===== src/design/wed_pkg.sv =====
package wed_pkg;

  localparam int unsigned WEIGHT_W = 7;
  localparam int unsigned FLOOR_W  = 4;
  localparam int unsigned DIR_W    = 2;
  localparam int unsigned ID_W     = 11;
  localparam int unsigned DATA_W   = 8;
  localparam int unsigned APB_AW   = 3;
  localparam int unsigned APB_DW   = 32;

  localparam logic [ID_W-1:0]     CALL_BASE_ID = 11'h700;
  localparam logic [DATA_W-1:0]   ASCII_ZERO   = 8'h30;
  localparam logic [WEIGHT_W-1:0] WEIGHT_MAX   = 7'd127;

  localparam logic [WEIGHT_W-1:0] CAR_WEIGHT_RST  = 7'd10;
  localparam logic [WEIGHT_W-1:0] HALL_WEIGHT_RST = 7'd1;

  // signed travel direction codes
  localparam logic [DIR_W-1:0] DIR_STOP = 2'b00;
  localparam logic [DIR_W-1:0] DIR_UP   = 2'b01;
  localparam logic [DIR_W-1:0] DIR_DOWN = 2'b11;

  // input item kinds
  localparam logic REQ_TICK = 1'b0;
  localparam logic REQ_MSG  = 1'b1;

  // register index, taken from paddr[2]
  localparam logic REG_CAR_WEIGHT  = 1'b0;
  localparam logic REG_HALL_WEIGHT = 1'b1;

endpackage


===== src/design/weighted_elevator_dispatcher_top.sv =====
// weighted elevator dispatcher
//
// input channel (in_valid/in_ready): one beat per item. req_type selects a
// one-second tick or a received call message (msg_id, data_byte). a car call
// (msg_id 0x700, ascii floor digit in data_byte) adds car_weight to that
// floor's request counter, a hall call (msg_id 0x700+floor) adds
// hall_weight; counters saturate at 127. a bad floor or id sets call_ignored.
// on a tick the car picks a direction from the request sums below and above
// it, moves one floor, or opens the door on a requested floor when stopped.
// output channel (out_valid/out_ready): one result beat per input beat with
// floor, move_dir, door_open and call_ignored.
// result path: an accepted beat lands in the input register and moves into
// the result register once that is free or being drained. throughput is one
// beat per cycle while out_ready is high. stalls: when out_ready is low the
// result holds and one more beat is still taken into the input register;
// in_ready drops only when both are full. reset (rst, synchronous): counters
// cleared, car at floor 1, stopped, weights back to 10 and 1, both stages
// empty. config writes go through the apb port (car weight at 0x0, hall weight
// at 0x4); the user writes only while idle, which the block does not check.
module weighted_elevator_dispatcher_top #(
  parameter int unsigned NUM_FLOORS = 9
) (
  input  logic                             clk,
  input  logic                             rst,
  // config port
  input  logic                             psel,
  input  logic                             penable,
  input  logic                             pwrite,
  input  logic [wed_pkg::APB_AW-1:0]       paddr,
  input  logic [wed_pkg::APB_DW-1:0]       pwdata,
  output logic [wed_pkg::APB_DW-1:0]       prdata,
  output logic                             pready,
  // input channel
  input  logic                             in_valid,
  output logic                             in_ready,
  input  logic                             req_type,
  input  logic [wed_pkg::ID_W-1:0]         msg_id,
  input  logic [wed_pkg::DATA_W-1:0]       data_byte,
  // output channel
  output logic                             out_valid,
  input  logic                             out_ready,
  output logic [wed_pkg::FLOOR_W-1:0]      floor,
  output logic signed [wed_pkg::DIR_W-1:0] move_dir,
  output logic                             door_open,
  output logic                             call_ignored
);

  localparam int unsigned IDX_W = $clog2(NUM_FLOORS);
  localparam int unsigned SUM_W = wed_pkg::WEIGHT_W + $clog2(NUM_FLOORS);
  localparam logic [wed_pkg::DATA_W-1:0] CAR_MAX =
    wed_pkg::DATA_W'(wed_pkg::ASCII_ZERO + NUM_FLOORS);
  localparam logic [wed_pkg::ID_W-1:0] HALL_MAX =
    wed_pkg::ID_W'(wed_pkg::CALL_BASE_ID + NUM_FLOORS);
  localparam logic [wed_pkg::FLOOR_W-1:0] TOP_FLOOR =
    wed_pkg::FLOOR_W'(NUM_FLOORS);

  // config registers
  logic [wed_pkg::WEIGHT_W-1:0] car_weight;
  logic [wed_pkg::WEIGHT_W-1:0] hall_weight;

  // dispatcher state
  logic [wed_pkg::WEIGHT_W-1:0] req_weight [NUM_FLOORS];
  logic [wed_pkg::WEIGHT_W-1:0] req_weight_next [NUM_FLOORS];
  logic [wed_pkg::FLOOR_W-1:0]  cur_floor;
  logic [wed_pkg::FLOOR_W-1:0]  cur_floor_next;
  logic [wed_pkg::DIR_W-1:0]    travel_dir;
  logic [wed_pkg::DIR_W-1:0]    travel_dir_next;

  // input register
  logic                         s1_valid;
  logic                         s1_req_type;
  logic [wed_pkg::ID_W-1:0]     s1_msg_id;
  logic [wed_pkg::DATA_W-1:0]   s1_data_byte;

  // result register
  logic door_open_next;
  logic call_ignored_next;
  logic advance;

  // ---------------------------------------------------------------------------
  // apb config port
  // ---------------------------------------------------------------------------
  assign pready = 1'b1;

  always_ff @(posedge clk) begin
    if (rst) begin
      car_weight  <= wed_pkg::CAR_WEIGHT_RST;
      hall_weight <= wed_pkg::HALL_WEIGHT_RST;
    end else if (psel && penable && pwrite) begin
      unique case (paddr[2])
        wed_pkg::REG_CAR_WEIGHT:  car_weight  <= pwdata[wed_pkg::WEIGHT_W-1:0];
        wed_pkg::REG_HALL_WEIGHT: hall_weight <= pwdata[wed_pkg::WEIGHT_W-1:0];
        default: ;
      endcase
    end
  end

  always_comb begin
    unique case (paddr[2])
      wed_pkg::REG_CAR_WEIGHT:
        prdata = wed_pkg::APB_DW'(car_weight);
      wed_pkg::REG_HALL_WEIGHT:
        prdata = wed_pkg::APB_DW'(hall_weight);
      default:
        prdata = '0;
    endcase
  end

  // ---------------------------------------------------------------------------
  // handshake: the input register moves on whenever the result slot is free
  // or being drained, so one beat is buffered behind a stalled result
  // ---------------------------------------------------------------------------
  assign advance  = s1_valid && (!out_valid || out_ready);
  assign in_ready = !s1_valid || advance;

  always_ff @(posedge clk) begin
    if (rst) begin
      s1_valid <= 1'b0;
    end else if (in_ready) begin
      s1_valid <= in_valid;
    end
  end

  always_ff @(posedge clk) begin
    if (in_valid && in_ready) begin
      s1_req_type  <= req_type;
      s1_msg_id    <= msg_id;
      s1_data_byte <= data_byte;
    end
  end

  // ---------------------------------------------------------------------------
  // single pass over the buffered beat
  // ---------------------------------------------------------------------------
  always_comb begin
    logic [wed_pkg::DATA_W-1:0]   car_off;
    logic [wed_pkg::ID_W-1:0]     hall_off;
    logic [wed_pkg::FLOOR_W-1:0]  call_floor;
    logic [wed_pkg::WEIGHT_W-1:0] call_amount;
    logic                         call_hit;
    logic [wed_pkg::WEIGHT_W:0]   sat_sum;
    logic [SUM_W-1:0]             up_sum;
    logic [SUM_W-1:0]             down_sum;
    logic [wed_pkg::FLOOR_W-1:0]  floor_num;
    logic [IDX_W-1:0]             here_idx;
    logic [wed_pkg::FLOOR_W-1:0]  here_off;

    car_off           = s1_data_byte - wed_pkg::ASCII_ZERO;
    hall_off          = s1_msg_id - wed_pkg::CALL_BASE_ID;
    call_floor        = '0;
    call_amount       = '0;
    call_hit          = 1'b0;
    sat_sum           = '0;
    up_sum            = '0;
    down_sum          = '0;
    floor_num         = '0;
    here_off          = cur_floor - wed_pkg::FLOOR_W'(1);
    here_idx          = here_off[IDX_W-1:0];
    req_weight_next   = req_weight;
    cur_floor_next    = cur_floor;
    travel_dir_next   = travel_dir;
    door_open_next    = 1'b0;
    call_ignored_next = 1'b0;

    if (s1_req_type == wed_pkg::REQ_MSG) begin
      if (s1_msg_id == wed_pkg::CALL_BASE_ID) begin
        if (s1_data_byte > wed_pkg::ASCII_ZERO && s1_data_byte <= CAR_MAX) begin
          call_hit    = 1'b1;
          call_floor  = car_off[wed_pkg::FLOOR_W-1:0];
          call_amount = car_weight;
        end else begin
          call_ignored_next = 1'b1;
        end
      end else if (s1_msg_id > wed_pkg::CALL_BASE_ID && s1_msg_id <= HALL_MAX) begin
        call_hit    = 1'b1;
        call_floor  = hall_off[wed_pkg::FLOOR_W-1:0];
        call_amount = hall_weight;
      end else begin
        call_ignored_next = 1'b1;
      end

      // saturating add on the addressed counter
      for (int i = 0; i < NUM_FLOORS; i++) begin
        floor_num = wed_pkg::FLOOR_W'(i + 1);
        if (call_hit && call_floor == floor_num) begin
          sat_sum = {1'b0, req_weight[i]} + {1'b0, call_amount};
          req_weight_next[i] = sat_sum[wed_pkg::WEIGHT_W] ? wed_pkg::WEIGHT_MAX
                                                          : sat_sum[wed_pkg::WEIGHT_W-1:0];
        end
      end
    end else begin
      // request totals on each side of the car
      for (int i = 0; i < NUM_FLOORS; i++) begin
        floor_num = wed_pkg::FLOOR_W'(i + 1);
        if (floor_num < cur_floor) begin
          down_sum = down_sum + SUM_W'(req_weight[i]);
        end else if (floor_num > cur_floor) begin
          up_sum = up_sum + SUM_W'(req_weight[i]);
        end
      end

      case (travel_dir)
        wed_pkg::DIR_UP: begin
          if (up_sum != '0)        travel_dir_next = wed_pkg::DIR_UP;
          else if (down_sum != '0) travel_dir_next = wed_pkg::DIR_DOWN;
          else                     travel_dir_next = wed_pkg::DIR_STOP;
        end
        wed_pkg::DIR_DOWN: begin
          if (down_sum != '0)      travel_dir_next = wed_pkg::DIR_DOWN;
          else if (up_sum != '0)   travel_dir_next = wed_pkg::DIR_UP;
          else                     travel_dir_next = wed_pkg::DIR_STOP;
        end
        default: begin
          // stopped: heavier side wins, up on a nonzero tie
          if (down_sum > up_sum)   travel_dir_next = wed_pkg::DIR_DOWN;
          else if (up_sum != '0)   travel_dir_next = wed_pkg::DIR_UP;
          else                     travel_dir_next = wed_pkg::DIR_STOP;
        end
      endcase

      if (travel_dir_next == wed_pkg::DIR_UP && cur_floor < TOP_FLOOR) begin
        cur_floor_next = cur_floor + wed_pkg::FLOOR_W'(1);
      end else if (travel_dir_next == wed_pkg::DIR_DOWN
                   && cur_floor > wed_pkg::FLOOR_W'(1)) begin
        cur_floor_next = cur_floor - wed_pkg::FLOOR_W'(1);
      end

      // stopped on a requested floor: open and clear
      if (travel_dir_next == wed_pkg::DIR_STOP && req_weight[here_idx] != '0) begin
        req_weight_next[here_idx] = '0;
        door_open_next            = 1'b1;
      end
    end
  end

  always_ff @(posedge clk) begin
    if (rst) begin
      for (int i = 0; i < NUM_FLOORS; i++) begin
        req_weight[i] <= '0;
      end
      cur_floor  <= wed_pkg::FLOOR_W'(1);
      travel_dir <= wed_pkg::DIR_STOP;
    end else if (advance) begin
      req_weight <= req_weight_next;
      cur_floor  <= cur_floor_next;
      travel_dir <= travel_dir_next;
    end
  end

  // result register; floor and direction come straight from the state, which
  // only changes when a new result is loaded
  always_ff @(posedge clk) begin
    if (rst) begin
      out_valid <= 1'b0;
    end else if (advance) begin
      out_valid <= 1'b1;
    end else if (out_ready) begin
      out_valid <= 1'b0;
    end
  end

  always_ff @(posedge clk) begin
    if (advance) begin
      door_open    <= door_open_next;
      call_ignored <= call_ignored_next;
    end
  end

  assign floor    = cur_floor;
  assign move_dir = travel_dir;

`ifndef NO_ASSERTIONS
  a_floor_in_range: assert property (@(posedge clk) disable iff (rst)
    cur_floor >= wed_pkg::FLOOR_W'(1) && cur_floor <= TOP_FLOOR)
    else $error("car floor out of range");

  a_dir_code: assert property (@(posedge clk) disable iff (rst)
    travel_dir == wed_pkg::DIR_STOP || travel_dir == wed_pkg::DIR_UP
    || travel_dir == wed_pkg::DIR_DOWN)
    else $error("bad travel direction code");

  a_door_when_stopped: assert property (@(posedge clk) disable iff (rst)
    out_valid && door_open |-> travel_dir == wed_pkg::DIR_STOP && !call_ignored)
    else $error("door opened while moving or on a message");

  a_state_holds: assert property (@(posedge clk) disable iff (rst)
    !advance |=> $stable(cur_floor) && $stable(travel_dir))
    else $error("state changed without a beat");

  a_result_after_beat: assert property (@(posedge clk) disable iff (rst)
    $rose(out_valid) |-> $past(s1_valid))
    else $error("result without a buffered beat");
`endif

endmodule


===== config.mk =====
export PLATFORM = sky130hd
export DESIGN_NAME = weighted_elevator_dispatcher_top
export DESIGN_NICKNAME = d
export VERILOG_FILES = /design/src/design/wed_pkg.sv /design/src/design/weighted_elevator_dispatcher_top.sv
export SDC_FILE = /design/constraint.sdc
export NUM_CORES = 1
export LEC_CHECK = 0
export CORE_ASPECT_RATIO = 1.2
export CORE_MARGIN = 2
export CORE_UTILIZATION = 45
export CTS_CLUSTER_DIAMETER = 40
export CTS_CLUSTER_SIZE = 8
export DETAILED_ROUTE_END_ITERATION = 10
export DONT_BUFFER_PORTS = 1
export SLEW_MARGIN = 10
export SYNTH_ARGS = -nofsm -noshare
export SYNTH_HDL_FRONTEND = slang
export SYNTH_SLANG_ARGS = --single-unit

===== constraint.sdc =====
create_clock -name clk -period 12.3 [get_ports clk]
set_clock_uncertainty 0.1 [all_clocks]
set_input_delay 1.23 -clock clk [delete_from_list [all_inputs] [get_ports clk]]
set_output_delay 1.23 -clock clk [all_outputs]
set_load 0.1 [all_outputs]

### Word-level counts from Yosys, hierarchy flattened

Index checks and enable logic that the tools add are counted.

* $add $sub $neg: 29
* $lt $le $gt $ge: 27
* equal/unequal tests: 23
* muxes and demuxes: 98
* bitwise operators: 5
* reductions and logical operators: 43

Operator list (count)
* 11-bit two-way mux: 42
* 7-bit two-way mux: 28
* 11-bit by 7-bit adder with 11-bit output: 16
* 63-bit two-way mux: 2
* 7-bit by 7-bit adder with 8-bit output: 9
* 32-bit case mux with 2 select lines: 1
* 63-bit bitwise AND: 1
* 63-bit NOT: 1
* 3-bit AND reduction: 10
* 7-bit binary-select mux with 4-bit select: 1
* 7-bit demux with 4-bit select: 1
* 4-bit two-way mux: 6
* 11-bit nonzero test: 2
* 1-bit logical AND: 19
* 2-bit by 1-bit inequality test with 1-bit output, second input constant: 9
* 4-bit by 3-bit equality test with 1-bit output, second input constant: 4
* 3-bit by 4-bit greater-than comparator with 1-bit output, first input constant: 4
* 3-bit by 4-bit less-than comparator with 1-bit output, first input constant: 4
* 4-bit by 1-bit subtractor with 4-bit output, second input constant: 3
* 11-bit equality test, second input constant: 1
* 11-bit greater-than comparator: 1
* 11-bit greater-than comparator, second input constant: 1
* 11-bit less-or-equal comparator, second input constant: 1
* 1-bit two-way mux: 11
* 28 further kinds: 47

* register bits: 107
* bits of input ports: 62
* output and inout bits: 43
* word-level logic and storage cells: 245

### Longest topological paths before layout

* depth in word-level cells: 45
* gate-level depth with buffers: 63
* mapped depth without buffers: 61

### Least setup slack after synthesis

No wires, ideal clock.

* path kind: register -> register
* start point: register cur_floor, in the netlist floor[0]
* end point: register req_weight[2] (netlist name)
* setup time: 117 ps
* data arrival time: 12189 ps
* data required time: 12083 ps
* path slack: -106 ps
* cell stages (with the launch flop): 57
* path buffers: 4
* period minus slack after synthesis: 12406 ps
* path through: dfxtp_1 > clkbuf_1 > inv_1 > ha_1 > clkbuf_1 > o21ai_1 > and2_1 > ha_1 > clkbuf_1 > and3_1 > a2111oi_0 > xor2_1 > o21ai_0 > ha_1 > clkbuf_1 > or4_1 > o211ai_1 > a211o_1 > (+21 left out) > ha_1 > o211a_1 > o21ai_0 > or2_2 > mux2_2 > a2bb2oi_1 > xnor2_1 > ha_1 > nand4_1 > nor2_1 > a41oi_1 > o21ai_0 > a21o_1 > nand2_1 > or2_1 > o21ai_2 > a21oi_1 > a22o_1

* word-level cells in the longest chain between the ends: 45
* elaborated cells between the ends (all ways): 108

Ends and longest elaborated chain
* start: declaration: RTL line weighted_elevator_dispatcher_top.sv:64 `logic [wed_pkg::FLOOR_W-1:0] cur_floor;`
* start signal: assignment: RTL line weighted_elevator_dispatcher_top.sv:241 `cur_floor <= wed_pkg::FLOOR_W'(1);`
* start signal: assignment: RTL line weighted_elevator_dispatcher_top.sv:245 `cur_floor <= cur_floor_next;`
* branches (longest 45 deep; another with 11-bit by 7-bit adder with 11-bit output)
* end signal: assignment: RTL line weighted_elevator_dispatcher_top.sv:244 `req_weight <= req_weight_next;`
* end: declaration: RTL line weighted_elevator_dispatcher_top.sv:62 `logic [wed_pkg::WEIGHT_W-1:0] req_weight [NUM_FLOORS];`

Parallel ways; which one is timed is not known. The select of a mux whose other input is x is not followed.
A chain may end at the register's enable or synchronous reset.

### Worst setup path after layout

* start point: register cur_floor, in the netlist floor[2]
* end point: register req_weight[45] (netlist name)

The elaborated chain is that of the path after synthesis.

==> reports/qor.yml <==
worst_setup_path:
  cp_max_fo: 18
  cp.required_ns: 12.47
  slowest_stage: "fa_1"
  cp-end-kind: "flip-flop"
  critPathArrivalTime_ns: 11.93
  slowest_delay_ns: 0.56
  critPathLaunchType: "flip-flop"
  critical_path.most_common_cell: "o21ai_0"
  path_class: "reg -> reg"
status:
  outcome: "finished clean"
floorplan:
  initial_core_util_pct: 45.6
  die_x_um: 171
  die-area_mm2: 0.0351
  fp-row-count: 73
  core_mm2: 0.0332
  die_y_um: 205
  ios: 105
finish:
  diodes: 0
  areaGrowthSynthToFinish_pct: 15.2
  final_nets: 2361
  stdcell_count: 2537
  final_area_mm2: 0.0174
  final_common_cell: "nor2_1"
  post-route-util_pct: 52.5
  nFillCells: 3222
  final_cell_mix: "176 x nor2_1, 173 x ha_1, 161 x nand2_1, 158 x buf_4, 153 x a21oi_1"
  drive_gt1_share_pct: 15.5
yosys:
  synth_top_area_share_pct: 15.9
  yosysTopAreaCell: "ha_1"
  yosys_warnings: 0
  synth_area_leaders: "ha_1 16%, dfxtp_1 11%, a21oi_1 5.4%, xnor2_1 4.8%, o21ai_0 4.7%"
  avgSynthCellArea_um2: 7.67
  synth.yosys.seq_area_share_pct: 15.6
  synthCells: 1972
  synth_edf_count: 22
  ys_ff_latch: 107
  async_flop_share_pct: 0
  syn_area_mm2: 0.0151
  ys_types: 94
  synth_flop_cell: "dfxtp_1"
detailed_routing:
  ant_nets: 0
  dr.pass1.iters: 5
  drc: 0
  wire_per_inst_um: 20.1
  totalWireLength_mm: 51.1
  via_per_inst: 6.00
  drt_iter0_markers: 870
  vias: 15200
sta:
  relSlewSlack_pct: 22.1
  fmax_mhz: 85.1
  setup_viol: 0
  post-route-period-util_pct: 95.6
  setup_tns_ns: 0
  hold_viol: 0
  tightest_slew_ns: 1.17
  slew_violations: 0
  whs_ns: 0.371
  fin_crit_ns: 11.76
cts:
  htree_levels: 3
  cts_buffers: 9
  clk_path_buf_depth: 2
  cts_tree: "yes"
  cts.sinks: 107
  cts.clk_slew.worst_paths_ns: 0.08
  cts_root_buf: "clkbuf_16"
  hold_buffers: 0
  clkLatencyLatePin_ns: 0.38
grt:
  grt_max_degree: 39
  gr-usage-all-layers_pct: 29.3
  grt_pass1_wl_mm: 79.2
  grt_pass1_vias: 14600
  antenna_found_initial: 0
  grt_overflow: 0
power_and_ir_drop:
  p_int_mw: 1.22
  comb_power_share_pct: 71.9
  pwr-share-clk_pct: 11.8
  powerDensity_mw_per_mm2: 146
  p_switching_mw: 1.32
  power_switching_share_pct: 51.9
  cellLeakagePower_nw: 7.91
  peakVddDrop_mv: 0.138
  p_seq_share_pct: 16.3
place:
  gp_congestion: 0.991
  place_area_mm2: 0.0164
  io_buffers: 0
  dp.cells: 2499
  dp_hpwl_mm: 40.3
min_path:
  min_path_type: "reg -> reg"
flow_run:
  cap_violations: 0
==> final timing paths <==
path,cells after the start,end,slack [ns],from
hold / removal,2,hall_weight[1]$_SDFFE_PP0P_,0.37,hall_weight[1]$_SDFFE_PP0P_
hold reg to reg,2,hall_weight[1]$_SDFFE_PP0P_,0.37,hall_weight[1]$_SDFFE_PP0P_
setup reg to reg,54,req_weight[45]$_SDFFE_PP0P_,0.54,floor[2]$_SDFFE_PP0P_
setup / recovery,54,req_weight[45]$_SDFFE_PP0P_,0.54,floor[2]$_SDFFE_PP0P_
==> state kept, by name (all words and copies together), names as in the netlist <==
name          flops
move_dir          2
out_valid         1
car_weight        7
call_ignored      1
hall_weight       7
s1_msg_id        11
floor             4
s1_valid          1
door_open         1
s1_data_byte      8
req_weight       63
s1_req_type       1
==> critical path: cells and delay by family, from the launching register on <==
kind	cells	cell delay, ns
AOI/OAI and AO/OA	20	3.74
adders and majority gates	9	3.26
and+or+nand+nor	15	2.65
buffers and inverters	8	1.12
DFF	1	0.33
muxes	1	0.28
xor gates and xnor gates	1	0.14
==> cell families after synthesis <==
kind of cell / after synthesis / share of synthesized area [%]
simple gates: 632 / 20.6
other cells: 2 / 0.0497
mux: 45 / 3.32
buf+inv: 195 / 5.58
fa+ha+maj: 218 / 19.3
compound gates: 654 / 28.5
flops: 107 / 15.6
xor+xnor: 119 / 6.99
==> Yosys cell counts, drive strengths merged, types with 20 or more instances <==
| library cell | count |
|---|---|
| ha | 192 |
| nor2 | 181 |
| a21oi | 167 |
| nand2 | 164 |
| o21ai | 154 |
| inv | 110 |
| dfxtp | 85 |
| xnor2 | 83 |
| a21o | 70 |
| clkbuf | 43 |
| nor3 | 43 |
| buf | 41 |
| nor2b | 41 |
| o21a | 39 |
| xor2 | 36 |
| nand3 | 32 |
| nand2b | 29 |
| a22o | 26 |
| fa | 25 |
| o211ai | 25 |
| o21bai | 25 |
| edfxtp | 22 |
| mux2 | 22 |
| mux2i | 22 |
| a211oi | 21 |
| nor4 | 20 |
==> per-layer routing <==
metal	share of wire [%]	GRT usage (%)	up-vias
met5	0	0	-
met4	6.3	16.4	0
met3	5.8	2.43	136
met2	48	51.6	536
met1	40	34.8	7159
li1	-	-	7398
==> final cells by class <==
cell class                 instances  area [µm²]  area share, %
clock buffer                       9         225           1.29
clock inverter                     7        67.6          0.388
inverter                         111         422           2.42
multi-input combinational       1694       12600           72.2
sequential                       107        2370           13.6
tap                              450         563           3.23
timing repair buffer             159        1200           6.87
==> per-stage QoR <==
step / power, mW / setup slack [ns]
after floorplan: 1.51 / 0.00907
after global placement: 2.07 / 0.0994
after detailed placement: 2.08 / -0.0561
after CTS: 2.39 / 0.00170
after global routing: 2.70 / -0.0998
final: 2.54 / 0.543
==> timing repair <==
item / 4_1_cts / 5_1_grt
pin swaps: 0 / 46
setup buffers: 0 / 22
setup endpoints to repair: 59 / 70
gates resized for setup: 6 / 110
==> power groups by stage <==
stage,clock network [mW],registers [mW],logic [mW]
after CTS,0.304,0.410,1.68
after global placement,0,0.418,1.65
after detailed placement,0,0.418,1.66
final,0.299,0.414,1.83
after floorplan,0,0.448,1.06
after global routing,0.311,0.416,1.98
(Power assumes the default switching activity.)
